**config.mk**
```make
export PLATFORM = sky130hd
export DESIGN_NAME = two_level_priority_bitmap_unit
export DESIGN_NICKNAME = d
export VERILOG_FILES = /design/src/sv/pbm_pkg.sv /design/src/sv/two_level_priority_bitmap_unit.sv /design/src/sv/pbm_lead_one.sv /design/src/sv/pbm_word_ram.sv
export SDC_FILE = /design/constraint.sdc
export NUM_CORES = 1
export LEC_CHECK = 0
export ABC_AREA = 0
export BUFFER_PORTS_ARGS = -buffer_cell sky130_fd_sc_hd__buf_2
export CORE_MARGIN = 8
export CORE_UTILIZATION = 45
export CTS_BUF_LIST = sky130_fd_sc_hd__clkbuf_4 sky130_fd_sc_hd__clkbuf_8
export DETAILED_ROUTE_END_ITERATION = 10
export SLEW_MARGIN = 20
export SYNTH_ARGS = -nofsm -noshare
export SYNTH_HDL_FRONTEND = slang
export SYNTH_SLANG_ARGS = --single-unit
```
**constraint.sdc**
```tcl
create_clock -name clk -period 7.3 [get_ports clk]
set_input_delay 1.095 -clock clk [delete_from_list [all_inputs] [get_ports clk]]
set_output_delay 1.095 -clock clk [all_outputs]
set_load 0.02 [all_outputs]
```
**src/sv/pbm_pkg.sv**
```systemverilog
// shared types and codes of the two-level priority bitmap unit
package pbm_pkg;

    // operation codes carried in the cmd field
    localparam logic CMD_SET = 1'b0;
    localparam logic CMD_CLR = 1'b1;

    typedef struct packed {
        logic       cmd;
        logic [7:0] priority_req;
    } req_word_t;

    typedef struct packed {
        logic [8:0] highest_plus_one;
        logic       none_ready;
    } rsp_word_t;

endpackage

```
**src/sv/two_level_priority_bitmap_unit.sv**
```systemverilog
// top level of the two-level priority bitmap unit
//
//  channel | signals                        | word
//  --------+--------------------------------+-----------------------------------
//  req     | req_valid, req_ready, req_data | cmd, priority_req
//  rsp     | rsp_valid, rsp_ready, rsp_data | highest_plus_one, none_ready
//
// each word is handled in order: accept and read the addressed bitmap word, modify and
// write it back while reading the word picked by the new summary, then search that word
// in one pass and load the result; the single read port of the word memory sets the pace
// reset clears the summary register and the per-entry valid bits, so no clearing pass
// a finished result waits in the rsp register; the next word is taken meanwhile and
// holds in the search step only if the previous result is still not taken
module two_level_priority_bitmap_unit #(
    parameter int WORD_BITS = 16,
    parameter int NUM_WORDS = 16
) (
    input  logic              clk,
    input  logic              rst_n,
    input  logic              req_valid,
    output logic              req_ready,
    input  pbm_pkg::req_word_t req_data,
    output logic              rsp_valid,
    input  logic              rsp_ready,
    output pbm_pkg::rsp_word_t rsp_data
);

    // widths derived from the map geometry
    localparam int AW    = (NUM_WORDS > 1) ? $clog2(NUM_WORDS) : 1;
    localparam int BW    = $clog2(WORD_BITS);
    localparam int MAX_K = 255 / WORD_BITS;
    localparam int KW    = $clog2(MAX_K + 1);
    localparam int TPW   = $clog2(NUM_WORDS + 1);
    localparam int LPW   = $clog2(WORD_BITS + 1);

    // sequencer codes
    localparam logic [1:0] ST_IDLE   = 2'd0;
    localparam logic [1:0] ST_MODIFY = 2'd1;
    localparam logic [1:0] ST_SEARCH = 2'd2;

    logic [1:0]           state_reg, state_next;

    // item held through the modify step
    logic                 cmd_reg;
    logic [AW-1:0]        widx_reg;
    logic [BW-1:0]        bit_reg;
    logic                 in_range_reg;

    logic [NUM_WORDS-1:0] summary_reg, summary_next;
    logic [TPW-1:0]       top_reg;
    logic [AW-1:0]        top_m1_reg;
    logic                 fwd_reg;
    logic [WORD_BITS-1:0] fwd_word_reg;

    logic                 rsp_valid_reg;
    pbm_pkg::rsp_word_t   rsp_data_reg;

    // decode of the incoming priority into word index and bit
    logic [KW-1:0]        dec_widx;
    logic [BW-1:0]        dec_bit;
    logic                 dec_in_range;

    // memory ports
    logic                 ram_wr_en;
    logic                 ram_rd_en;
    logic [AW-1:0]        ram_rd_addr;
    logic [WORD_BITS-1:0] ram_rd_data;

    // modify step
    logic [WORD_BITS-1:0] bit_mask;
    logic [WORD_BITS-1:0] word_new;
    logic [TPW-1:0]       top_next;
    logic [AW-1:0]        top_m1_next;

    // search step
    logic [WORD_BITS-1:0] search_word;
    logic [LPW-1:0]       lead_pos;
    logic [15:0]          result_sum;
    logic                 req_fire;
    logic                 rsp_load;

    assign req_ready = (state_reg == ST_IDLE);
    assign req_fire  = req_valid && req_ready;
    assign rsp_load  = (state_reg == ST_SEARCH) && (!rsp_valid_reg || rsp_ready);

    // word index is the largest k with k * WORD_BITS not above the priority
    always_comb
    begin
        dec_widx = '0;
        dec_bit  = BW'(req_data.priority_req);
        for (int k = 1; k <= MAX_K; k++)
        begin
            if (req_data.priority_req >= 8'(k * WORD_BITS))
            begin
                dec_widx = KW'(k);
                dec_bit  = BW'(req_data.priority_req - 8'(k * WORD_BITS));
            end
        end
        dec_in_range = (32'(dec_widx) < 32'(NUM_WORDS));
    end

    // read-modify-write of the addressed word
    assign bit_mask = WORD_BITS'(1) << bit_reg;
    assign word_new = (cmd_reg == pbm_pkg::CMD_SET) ? (ram_rd_data | bit_mask)
                                                    : (ram_rd_data & ~bit_mask);
    assign ram_wr_en = (state_reg == ST_MODIFY) && in_range_reg;

    always_comb
    begin
        summary_next = summary_reg;
        if (in_range_reg)
        begin
            if (cmd_reg == pbm_pkg::CMD_SET)
            begin
                summary_next[widx_reg] = 1'b1;
            end
            else if (word_new == '0)
            begin
                summary_next[widx_reg] = 1'b0;
            end
        end
    end

    // first level search on the updated summary
    pbm_lead_one #(
        .WIDTH(NUM_WORDS)
    ) u_top_search (
        .vec          (summary_next),
        .pos_plus_one (top_next)
    );

    assign top_m1_next = AW'(top_next - TPW'(1));

    // one read port: item word at accept, top word during modify
    always_comb
    begin
        ram_rd_en   = 1'b0;
        ram_rd_addr = AW'(dec_widx);
        if (req_fire)
        begin
            ram_rd_en = 1'b1;
        end
        else if (state_reg == ST_MODIFY)
        begin
            ram_rd_en   = 1'b1;
            ram_rd_addr = top_m1_next;
        end
    end

    pbm_word_ram #(
        .WORD_BITS (WORD_BITS),
        .NUM_WORDS (NUM_WORDS),
        .AW        (AW)
    ) u_word_ram (
        .clk     (clk),
        .rst_n   (rst_n),
        .wr_en   (ram_wr_en),
        .wr_addr (widx_reg),
        .wr_data (word_new),
        .rd_en   (ram_rd_en),
        .rd_addr (ram_rd_addr),
        .rd_data (ram_rd_data)
    );

    // the write and the top read can hit the same entry; take the fresh word then
    assign search_word = fwd_reg ? fwd_word_reg : ram_rd_data;

    pbm_lead_one #(
        .WIDTH(WORD_BITS)
    ) u_word_search (
        .vec          (search_word),
        .pos_plus_one (lead_pos)
    );

    assign result_sum = 16'(top_m1_reg) * 16'(WORD_BITS) + 16'(lead_pos);

    // sequencer
    always_comb
    begin
        state_next = state_reg;
        unique case (state_reg)
            ST_IDLE:
            begin
                if (req_fire)
                begin
                    state_next = ST_MODIFY;
                end
            end
            ST_MODIFY:
            begin
                state_next = ST_SEARCH;
            end
            ST_SEARCH:
            begin
                if (rsp_load)
                begin
                    state_next = ST_IDLE;
                end
            end
            default:
            begin
                state_next = ST_IDLE;
            end
        endcase
    end

    always_ff @(posedge clk or negedge rst_n)
    begin
        if (!rst_n)
        begin
            state_reg     <= ST_IDLE;
            summary_reg   <= '0;
            rsp_valid_reg <= 1'b0;
        end
        else
        begin
            state_reg <= state_next;
            if (state_reg == ST_MODIFY)
            begin
                summary_reg <= summary_next;
            end
            if (rsp_load)
            begin
                rsp_valid_reg <= 1'b1;
            end
            else if (rsp_ready)
            begin
                rsp_valid_reg <= 1'b0;
            end
        end
    end

    // payload registers
    always_ff @(posedge clk)
    begin
        if (req_fire)
        begin
            cmd_reg      <= req_data.cmd;
            widx_reg     <= AW'(dec_widx);
            bit_reg      <= dec_bit;
            in_range_reg <= dec_in_range;
        end
        if (state_reg == ST_MODIFY)
        begin
            top_reg      <= top_next;
            top_m1_reg   <= top_m1_next;
            fwd_reg      <= in_range_reg && (top_m1_next == widx_reg);
            fwd_word_reg <= word_new;
        end
        if (rsp_load)
        begin
            rsp_data_reg.highest_plus_one <= (top_reg == '0) ? 9'd0 : result_sum[8:0];
            rsp_data_reg.none_ready       <= (summary_reg == '0);
        end
    end

    assign rsp_valid = rsp_valid_reg;
    assign rsp_data  = rsp_data_reg;

    // summary changes only as the modify step completes
    a_summary_update: assert property (@(posedge clk) disable iff (!rst_n)
        !$stable(summary_reg) |-> $past(state_reg) == ST_MODIFY)
        else $error("summary word changed outside the modify step");

    // a result appears only out of the search step
    a_rsp_from_search: assert property (@(posedge clk) disable iff (!rst_n)
        $rose(rsp_valid_reg) |-> $past(state_reg) == ST_SEARCH)
        else $error("result raised outside the search step");

    // an empty map reports zero
    a_empty_zero: assert property (@(posedge clk) disable iff (!rst_n)
        rsp_valid_reg && rsp_data_reg.none_ready |-> rsp_data_reg.highest_plus_one == 9'd0)
        else $error("empty map reported a nonzero priority");

endmodule

```
**src/sv/pbm_lead_one.sv**
```systemverilog
// leading-one position plus one of a vector, zero when the vector is empty
module pbm_lead_one #(
    parameter int WIDTH = 16
) (
    input  logic [WIDTH-1:0]             vec,
    output logic [$clog2(WIDTH+1)-1:0]   pos_plus_one
);

    localparam int PW = $clog2(WIDTH + 1);

    always_comb
    begin
        pos_plus_one = '0;
        for (int i = 0; i < WIDTH; i++)
        begin
            if (vec[i])
            begin
                pos_plus_one = PW'(i + 1);
            end
        end
    end

endmodule

```
**src/sv/pbm_word_ram.sv**
```systemverilog
// bitmap word memory, one write and one registered read a cycle, valid bit per entry
module pbm_word_ram #(
    parameter int WORD_BITS = 16,
    parameter int NUM_WORDS = 16,
    parameter int AW        = 4
) (
    input  logic                 clk,
    input  logic                 rst_n,
    input  logic                 wr_en,
    input  logic [AW-1:0]        wr_addr,
    input  logic [WORD_BITS-1:0] wr_data,
    input  logic                 rd_en,
    input  logic [AW-1:0]        rd_addr,
    output logic [WORD_BITS-1:0] rd_data
);

    logic [WORD_BITS-1:0] mem [NUM_WORDS];
    logic [NUM_WORDS-1:0] valid_reg;
    logic [WORD_BITS-1:0] rd_data_reg;
    logic                 rd_valid_reg;

    always_ff @(posedge clk)
    begin
        if (wr_en)
        begin
            mem[wr_addr] <= wr_data;
        end
        if (rd_en)
        begin
            rd_data_reg <= mem[rd_addr];
        end
    end

    always_ff @(posedge clk or negedge rst_n)
    begin
        if (!rst_n)
        begin
            valid_reg    <= '0;
            rd_valid_reg <= 1'b0;
        end
        else
        begin
            if (wr_en)
            begin
                valid_reg[wr_addr] <= 1'b1;
            end
            if (rd_en)
            begin
                rd_valid_reg <= valid_reg[rd_addr];
            end
        end
    end

    // never-written entries read as zero
    assign rd_data = rd_valid_reg ? rd_data_reg : '0;

endmodule

```
# --- Yosys cells after proc, flatten, opt, wreduce, memory -nomap -nowiden ---
# Memories as Yosys holds them, arrays and structs flattened. A register that Yosys moved wholly into a read port is not among the register bits.
# Index checks and enable logic that the tools add are counted.
word_totals:
  ff_bits: 81
  ramBits: 256
  output_inout_bits: 12
  elab_cells: 155
  memories: 1
mem_list:
  columns: ["memory", "depth", "word_bits", "rd", "rd_ports_with_merged_regs", "wr", "line_no", "text"]
  rows:
  - ["u_word_ram.mem", 16, 16, 1, 1, 1, "pbm_word_ram.sv:17", "logic [WORD_BITS-1:0] mem [NUM_WORDS];"]
classes:
  addsub: 17
  order_cmp: 18
  n_eq_ne: 5
  shift: 1
  muxes: 81
  n_bitwise: 7
  n_reduce_logical: 11
ops:
  columns: ["operator", "n"]
  rows:
  - ["two-way mux 4 bit", 47]
  - ["two-way mux 16 bit", 5]
  - ["greater-or-equal comparator 8 bit, second input constant", 8]
  - ["subtractor 4 x 1 -> 4 bit, second input constant", 16]
  - ["bitwise OR 16 bit", 3]
  - ["bitwise AND 16 bit", 2]
  - ["greater-or-equal comparator 8 x 7 -> 1 bit, second input constant", 4]
  - ["logical NOT 16 bit", 2]
  - ["NOT 16 bit", 2]
  - ["two-way mux 3 bit", 8]
  - ["greater-or-equal comparator 8 x 6 -> 1 bit, second input constant", 2]
  - ["<< shifter 1 x 4 -> 16 bit, first input constant", 1]
  - ["two-way mux 2 bit", 6]
  - ["< comparator 4 x 5 -> 1 bit, second input constant", 2]
  - ["two-way mux 1 bit", 10]
  - ["two-way mux 5 bit", 2]
  - ["adder 8 x 5 -> 9 bit", 1]
  - ["greater-or-equal comparator 8 x 5 -> 1 bit, second input constant", 1]
  - ["case mux 2 bit (3 select lines)", 1]
  - ["logical NOT 5 bit", 1]
  - ["binary-select mux 1 bit (select 4 bit)", 1]
  - ["demux 1 bit (select 4 bit)", 1]
  - ["== test 4 bit", 1]
  - ["greater-or-equal comparator 4 x 1 -> 1 bit, second input constant", 1]
  - ["other kinds (10)", 12]

# --- Logic depth before layout (Yosys ltp) ---
# Gate-level depths: netlist of run 1.
depth:
  word_depth: 29
  depth_mapped: 25

# --- Cells and area by module ---
# A second synthesis of run 1 with hierarchy kept.
hier_totals:
  hier_cells: 864
  area_unflattened_um2: 14971.9
modules_own_cells:
  columns: ["module", "n_inst", "cells_per_inst", "area_each_um2", "seq_area_each_um2"]
  rows:
  - ["pbm_word_ram", 1, 452, 10964.3, 8593.2]
  - ["two_level_priority_bitmap_unit", 1, 358, 3682.3, 1826.8]
  - ["pbm_lead_one", 2, 27, 162.7, 0.0]

# --- Worst setup path before layout of run 1 ---
# Ideal clock, no wire load.
synth_path:
  path_kind: "reg2reg"
  start: "reg bit_reg[0]"
  end: "reg u_word_ram.rd_valid_reg"
  setup_ps: 120
  arrival_ps: 5198
  t_required_ps: 7180
  slack_ps: 1982
  path_stages_with_launch: 23
  n_path_buf: 3
  path_cell_list: "edfxtp_1 buf_6 mux2_4 a2111o_1 a2111o_1 or4_4 buf_6 clkbuf_1 o22ai_1 o211ai_1 a21oi_1 nor2_1 a31o_2 nand2_1 nand2_1 ha_1 or4_1 nor4_2 nor3_4 a2111oi_0 a221o_1 o41ai_2 a31o_1"
synth_between:
  elab_chain_len: 28
  elab_cells_between_ends: 29
synth_rtl:
  columns: ["item", "line_no", "text"]
  rows:
  - ["from (decl)", "two_level_priority_bitmap_unit.sv:46", "logic [BW-1:0] bit_reg;"]
  - ["from (signal assigned)", "two_level_priority_bitmap_unit.sv:240", "bit_reg <= dec_bit;"]
  - ["<< shifter 1 x 4 -> 16 bit *", "two_level_priority_bitmap_unit.sv:103", "assign bit_mask = WORD_BITS'(1) << bit_reg;"]
  - ["NOT 16 bit", "two_level_priority_bitmap_unit.sv:105", ": (ram_rd_data & ~bit_mask);"]
  - ["bitwise AND 16 bit", "two_level_priority_bitmap_unit.sv:105", null]
  - ["two-way mux 16 bit *", "two_level_priority_bitmap_unit.sv:104", "assign word_new = (cmd_reg == pbm_pkg::CMD_SET) ? (ram_rd_data | bit_mask)"]
  - ["logical NOT 16 bit *", "two_level_priority_bitmap_unit.sv:117", "else if (word_new == '0)"]
  - ["two-way mux 16 bit *", "two_level_priority_bitmap_unit.sv:117", null]
  - ["two-way mux 16 bit *", "two_level_priority_bitmap_unit.sv:113", "if (cmd_reg == pbm_pkg::CMD_SET)"]
  - ["two-way mux 1 bit", "pbm_lead_one.sv:16", "if (vec[i])"]
  - ["two-way mux 2 bit (2 in series)", "pbm_lead_one.sv:16", null]
  - ["two-way mux 3 bit (4 in series)", "pbm_lead_one.sv:16", null]
  - ["two-way mux 4 bit (8 in series)", "pbm_lead_one.sv:16", null]
  - ["two-way mux 5 bit *", "pbm_lead_one.sv:16", null]
  - ["subtractor 4 x 1 -> 4 bit *", "two_level_priority_bitmap_unit.sv:132", "assign top_m1_next = AW'(top_next - TPW'(1));"]
  - ["two-way mux 4 bit *", "two_level_priority_bitmap_unit.sv:143", "else if (state_reg == ST_MODIFY)"]
  - ["two-way mux 4 bit *", "two_level_priority_bitmap_unit.sv:139", "if (req_fire)"]
  - ["binary-select mux 1 bit (select 4 bit) *", "pbm_word_ram.sv:49", "rd_valid_reg <= valid_reg[rd_addr];"]
  - ["two-way mux 1 bit (not written as such) *", "pbm_word_ram.sv:49", null]
  - ["to (signal assigned)", "pbm_word_ram.sv:49", null]
  - ["to (decl)", "pbm_word_ram.sv:20", "logic rd_valid_reg;"]
# Every way passes the cells marked *; elsewhere a longest branch is shown, timed or not. The select of a mux whose other input is x is not followed.
# A chain may end at the register's enable or synchronous reset.

# --- Worst setup path in the final report of run 1 ---
layout_path:
  start: "reg bit_reg[3]"
  end: "reg u_word_ram.rd_valid_reg"
# The elaborated chain is that of the path after synthesis.

==> results of run 1 <==
==> cells in the final DEF, fill, tap and decap left out, drive strengths merged, types with 4 or more instances in the layout <==
cell / count
inv: 24
a21o: 4
a211oi: 33
o211ai: 8
o22ai: 13
a311oi: 35
nand3: 45
clkbuf: 74
nand2: 245
nand3b: 35
nor2: 49
o21ai: 56
mux2i: 23
or3: 4
a22o: 4
nand2b: 20
o21a: 6
edfxtp: 317
a21oi: 28
o31ai: 6
and2: 39
nor4: 7
a31oi: 37
o41ai: 5
or2: 16
nor3: 15
buf: 77
o21bai: 6
xnor2: 5
or4: 6
clkinv: 31
dfrtp: 36
nor2b: 8
==> power groups by stage <==
stage | clock, mW | sequential (mW) | combinational [mW]
floorplan | 0 | 2.88 | 1.67
global placement | 0 | 3.00 | 2.40
detailed placement | 0 | 3.00 | 2.43
CTS | 1.72 | 2.96 | 2.44
global route | 1.81 | 3.00 | 2.69
finish | 1.68 | 2.97 | 2.45
==> final timing paths <==
path	end	start	cells past startpoint	slack (ns)
setup / recovery	u_word_ram.rd_valid_reg	bit_reg[3]	20	0.60
hold / removal	u_word_ram.valid_reg[8]	u_word_ram.valid_reg[8]	1	0.47
setup reg to reg	u_word_ram.rd_valid_reg	bit_reg[3]	20	0.60
hold reg to reg	u_word_ram.valid_reg[8]	u_word_ram.valid_reg[8]	1	0.47
max in group asynchronous	summary_reg[14]	rst_n	1	6.10
min in group asynchronous	u_word_ram.valid_reg[11]	rst_n	1	0.61
==> stage by stage <==
step / std cells / cell area (um^2) / util [%]
after floorplan: 1284 / 15700 / -
after global placement: 1727 / 16600 / 48.1
after detailed placement: 1727 / 16600 / 48.2
after CTS: 1834 / 17700 / 51.5
after global routing: 1834 / 17800 / 51.6
final: 1834 / 17800 / 51.6
==> critical path, cell delays in order (launching register included) <==
cell and delay [ns]:
edfxtp_1 0.98, nor4bb_1 0.61, o22ai_1 0.19, a2111o_1 0.49
or4_4 0.60, a21oi_2 0.22, nand3b_1 0.27, a21oi_1 0.32
nor2_1 0.07, a31o_2 0.24, nand2_1 0.06, nand2_1 0.09
ha_1 0.26, or4_1 0.59, nor4_2 0.34, nor3_4 0.14
buf_4 0.29, mux2i_1 0.17, a221o_1 0.31, o41ai_2 0.28
a31o_1 0.13
==> layout make-up <==
| class | instances | area [um^2] |
|---|---|---|
| Clock buffer | 74 | 925 |
| Clock inverter | 33 | 214 |
| Fill cell | 3027 | 16700 |
| Inverter | 25 | 93.8 |
| Multi-Input combinational cell | 817 | 4950 |
| Sequential cell | 353 | 10400 |
| Tap cell | 455 | 569 |
| Timing Repair Buffer | 77 | 593 |
==> metal layers <==
metal  up-vias  routed length, um  track usage [%]  part of all wire (%)
li1       4927                  -                -                     -
met1      5195              18600             27.7                    45
met2       355              19100             31.2                    46
met3        80               2540             3.41                   6.1
met4         0               1150             7.23                   2.8
met5         -                  0                0                     0
==> kinds of logic after synthesis <==
kind of cell	synth area share, %
AOI/OAI and AO/OA	12.4
xor gates and xnor gates	0.446
buffers and inverters	3.05
DFF	66.4
and+or+nand+nor	15.9
adders and majority gates	0.239
muxes	1.63
==> impl_metrics.json, run 1 <==
{
  "hpwlAfterDp_mm": 24.6,
  "p_leak_nw": 6.27,
  "setup_tns_ns": 0,
  "drt-initial-drc-count": 962,
  "cts_tree": "built",
  "synth.avg_cell_area_um2": 12.2,
  "worstSetupEndpointType": "register",
  "power.internal_mw": 4.52,
  "grt_pass1_wl_mm": 62.6,
  "clkLatencyLatePin_ns": 0.63,
  "critPathLaunchType": "register",
  "syn-cell-area_mm2": 0.0157,
  "track_usage_pct": 19.9,
  "ys.flop_type": "edfxtp_1",
  "drive_gt1_share_pct": 16.2,
  "synthesis.nets": 1300,
  "period_share_pct": 91.7,
  "outcome": "completed",
  "diodes": 0,
  "power.density_mw_per_mm2": 399,
  "criticalPathCategory": "reg2reg",
  "synth_most_common_cell": "edfxtp_1",
  "core_area_mm2": 0.0345,
  "seq_area_frac_synth_pct": 66.4,
  "areaGrowthSynthToFinish_pct": 13.2,
  "gr-total-overflow": 0,
  "max-cap-violations": 0,
  "die_w_um": 203,
  "pin_count": 25,
  "synth_area_leaders": "edfxtp_1 61%, nand2_1 5.9%, dfrtp_1 5.7%",
  "antenna_found_initial": 1,
  "required_ns": 7.86,
  "swShare_pct": 36.3,
  "slew_violations": 0,
  "synth_top_area_share_pct": 60.6,
  "htreeDepth": 2,
  "port_buffers": 24,
  "top_register": "u_word_ram.mem",
  "fin_nets": 1347,
  "setup_viol": 0,
  "fin_skew_ns": 0.0360,
  "clk_path_buf_depth": 3,
  "numCtsBuffers": 57,
  "synth_edf_count": 317,
  "p_switching_mw": 2.57,
  "drc": 0,
  "synth.ff_latch_count": 353,
  "synth_common_cells": "317 x edfxtp_1, 245 x nand2_1, 63 x clkbuf_1",
  "preCtsSetupSlack_ns": 0.774,
  "pwr-share-seq_pct": 41.8,
  "clockRootBuffer": "clkbuf_8",
  "p_total_mw": 7.09,
  "cts_sinks": 353,
  "post_cts_resized": 0,
  "wirelength_mm": 41.3,
  "dieArea_mm2": 0.0411,
  "p_comb_share_pct": 34.5,
  "slew_headroom_pct": 27.0,
  "vias_per_cell": 5.76,
  "fmax_ghz": 0.149,
  "gp_congestion": 0.860,
  "wl_per_cell_um": 22.5,
  "async_flop_share_pct": 10.2,
  "hold_viol_final": 0,
  "synth_cell_types": 81,
  "synth_cells": 1284,
  "synth_top_area_cell": "edfxtp_1",
  "clockPowerShare_pct": 23.7,
  "yosys_warnings": 0,
  "postCtsHoldBufs": 0,
  "rsz0062_at_grt": "false",
  "first_pass_iters": 6,
  "antenna_left": 0,
  "min_period_ns": 6.70,
  "tightest_slew_ns": 1.09,
  "grt_max_degree": 65,
  "cts_setup_buffers": 0,
  "row_count": 68,
  "ir_drop_v": 0.000166,
  "hp-class": "reg2reg",
  "cp_max_fo": 33,
  "path_clk_slew_ns": 0.06,
  "grt_pass1_vias": 10193,
  "whs_ns": 0.466,
  "largest_register_ffs": 256,
  "vias": 10557,
  "start_util_pct": 45.6,
  "setup_slack_ns": 0.603,
  "crit_arrival_ns": 7.25,
  "die_h_um": 203
}
(Power assumes the default switching activity.)
==> inputs of run 2 (changes only) <==
--- a/config.mk
+++ b/config.mk
@@ -7,10 +7,13 @@
 export LEC_CHECK = 0
 export ABC_AREA = 0
 export BUFFER_PORTS_ARGS = -buffer_cell sky130_fd_sc_hd__buf_2
+export CELL_PAD_IN_SITES_DETAIL_PLACEMENT = 1
+export CELL_PAD_IN_SITES_GLOBAL_PLACEMENT = 1
 export CORE_MARGIN = 8
 export CORE_UTILIZATION = 45
 export CTS_BUF_LIST = sky130_fd_sc_hd__clkbuf_4 sky130_fd_sc_hd__clkbuf_8
 export DETAILED_ROUTE_END_ITERATION = 10
+export PLACE_DENSITY_LB_ADDON = 0.1
 export SLEW_MARGIN = 20
 export SYNTH_ARGS = -nofsm -noshare
 export SYNTH_HDL_FRONTEND = slang
==> impl_metrics.json, run 2 (synthesis results as in run 1) <==
{
  "dieArea_mm2": 0.0411,
  "critPathLaunchType": "register",
  "worstSetupEndpointType": "register",
  "start_util_pct": 45.6,
  "p_comb_share_pct": 33.8,
  "grt_max_degree": 81,
  "whs_ns": 0.467,
  "tightest_slew_ns": 1.16,
  "clockPowerShare_pct": 24.8,
  "port_buffers": 24,
  "postCtsHoldBufs": 0,
  "grt_pass1_vias": 10953,
  "rsz0062_at_grt": "false",
  "htreeDepth": 2,
  "first_pass_iters": 5,
  "track_usage_pct": 21.9,
  "die_h_um": 203,
  "outcome": "completed",
  "min_period_ns": 6.58,
  "r2r_start": "bit_reg[3]",
  "fmax_ghz": 0.152,
  "max-cap-violations": 0,
  "slowest_delay_ns": 0.77,
  "pin_count": 25,
  "wl_per_cell_um": 24.9,
  "mostFrequentLayoutCells": "317 x edfxtp_1, 245 x nand2_1, 59 x clkbuf_8",
  "crit_path_top_delay_cell": "edfxtp_1",
  "cts_tree": "built",
  "die_w_um": 203,
  "row_count": 68,
  "clkLatencyLatePin_ns": 0.66,
  "clk_path_buf_depth": 3,
  "cp_max_fo": 72,
  "path_clk_slew_ns": 0.06,
  "fin_skew_ns": 0.0405,
  "vias": 10859,
  "cts_setup_buffers": 0,
  "areaGrowthSynthToFinish_pct": 12.8,
  "critical-path-top-delay-family": "simple AND/OR/NAND/NOR gates",
  "power.internal_mw": 4.54,
  "power.density_mw_per_mm2": 406,
  "drive_gt1_share_pct": 15.3,
  "drc": 0,
  "grt_pass1_wl_mm": 68.3,
  "largest_register_ffs": 256,
  "gr-total-overflow": 0,
  "required_ns": 7.83,
  "r2r_cells": 20,
  "crit_start": "bit_reg[3]",
  "post_cts_resized": 0,
  "slew_headroom_pct": 22.7,
  "antenna_left": 0,
  "numCtsBuffers": 58,
  "holdPathEnd": "u_word_ram.valid_reg[9]",
  "hpwlAfterDp_mm": 26.4,
  "slew_violations": 0,
  "layout_commonest_cell": "edfxtp_1",
  "fin_nets": 1330,
  "hp-class": "reg2reg",
  "min_path_cells": 1,
  "core_area_mm2": 0.0345,
  "drt-initial-drc-count": 842,
  "crit_path_cell_trace": "nor4_1 -> o22ai_1 -> or4_4 -> or4_4 -> a21oi_2 -> nand3b_1 -> a21oi_1 -> nor2_1 -> a31o_2 -> nand2_1 -> nand2_1 -> ha_1 -> or4_1 -> nor4_2 -> nor3_4 -> buf_12 -> a2111oi_0 -> a221o_1 -> o41ai_2 -> a31o_1",
  "hold_viol_final": 0,
  "diodes": 0,
  "criticalPathCategory": "reg2reg",
  "gp_congestion": 0.893,
  "reg2reg_to": "u_word_ram.rd_valid_reg",
  "pwr-share-seq_pct": 41.4,
  "antenna_found_initial": 0,
  "swShare_pct": 36.8,
  "cts_sinks": 353,
  "crit_buf_inv": 1,
  "ir_drop_v": 0.000251,
  "vias_per_cell": 5.98,
  "top_register": "u_word_ram.mem",
  "rrSetupSlack_ns": 0.72,
  "hold_start": "u_word_ram.valid_reg[9]",
  "setup_tns_ns": 0,
  "p_leak_nw": 6.22,
  "p_switching_mw": 2.64,
  "clockRootBuffer": "clkbuf_8",
  "wirelength_mm": 45.3,
  "setup_viol": 0,
  "crit_arrival_ns": 7.11,
  "period_share_pct": 90.1
}
==> run 2: changes by cell type in the layout (fill, tap and decap cells not counted), sizes merged <==
| cell | before | now |
|---|---|---|
| buf | 77 | 59 |
| clkinv | 31 | 19 |
| clkbuf | 74 | 84 |
| bufinv | 2 | 3 |
| inv | 24 | 25 |
==> run 2: cell type report <==
class,instances,area [um^2]
Multi-Input combinational cell,817,4950
Sequential cell,353,10400
Tap cell,455,569
Inverter,25,93.8
Clock inverter,23,193
Timing Repair Buffer,59,470
Fill cell,3560,16800
Clock buffer,84,1000
==> run 2: worst register-to-register path, delay by kind of cell, from the launching register on <==
kind | cells | cell delay, ns
buffers and inverters | 1 | 0.24
AOI/OAI and AO/OA | 8 | 1.90
DFF | 1 | 0.77
and+or+nand+nor | 10 | 3.33
adders and majority gates | 1 | 0.23
==> run 2: worst max-delay path by stage <==
stage	end	cells past startpoint	slack, ns
after CTS	u_word_ram.rd_valid_reg	20	0.84
after global placement	u_word_ram.rd_valid_reg	20	1.07
after floorplan	u_word_ram.rd_valid_reg	22	1.98
after detailed placement	u_word_ram.rd_valid_reg	20	0.85
after global routing	u_word_ram.rd_valid_reg	20	0.37
final	u_word_ram.rd_valid_reg	20	0.72
==> run 2: power by group through the flow <==
stage	combinational [mW]	clock (mW)	sequential (mW)
6_report	2.43	1.79	2.97
5_1_grt	2.67	1.90	3.00
4_1_cts	2.44	1.83	2.97
3_5_place_dp	2.43	0	3.00
3_3_place_gp	2.39	0	3.00
2_1_floorplan	1.67	0	2.88
==> run 2: through the flow <==
stage | setup slack [ns] | util (%) | instance area (um^2) | power [mW] | instances
2_1_floorplan | 1.98 | - | 15700 | 4.55 | 1284
3_3_place_gp | 1.07 | 47.8 | 16500 | 5.39 | 1709
3_5_place_dp | 0.854 | 47.8 | 16500 | 5.43 | 1709
4_1_cts | 0.835 | 51.3 | 17700 | 7.24 | 1816
5_1_grt | 0.370 | 51.4 | 17700 | 7.57 | 1816
6_report | 0.719 | 51.4 | 17700 | 7.19 | 1816
==> run 2: per-layer routing <==
layer	global-route usage, %	vias to the layer above	routed length, um	share of wire, %
met5	0	-	0	0
met4	7.69	0	1160	2.6
met3	3.25	68	2090	4.6
met2	35.2	274	21600	48
met1	30.0	5626	20400	45
li1	-	4891	-	-
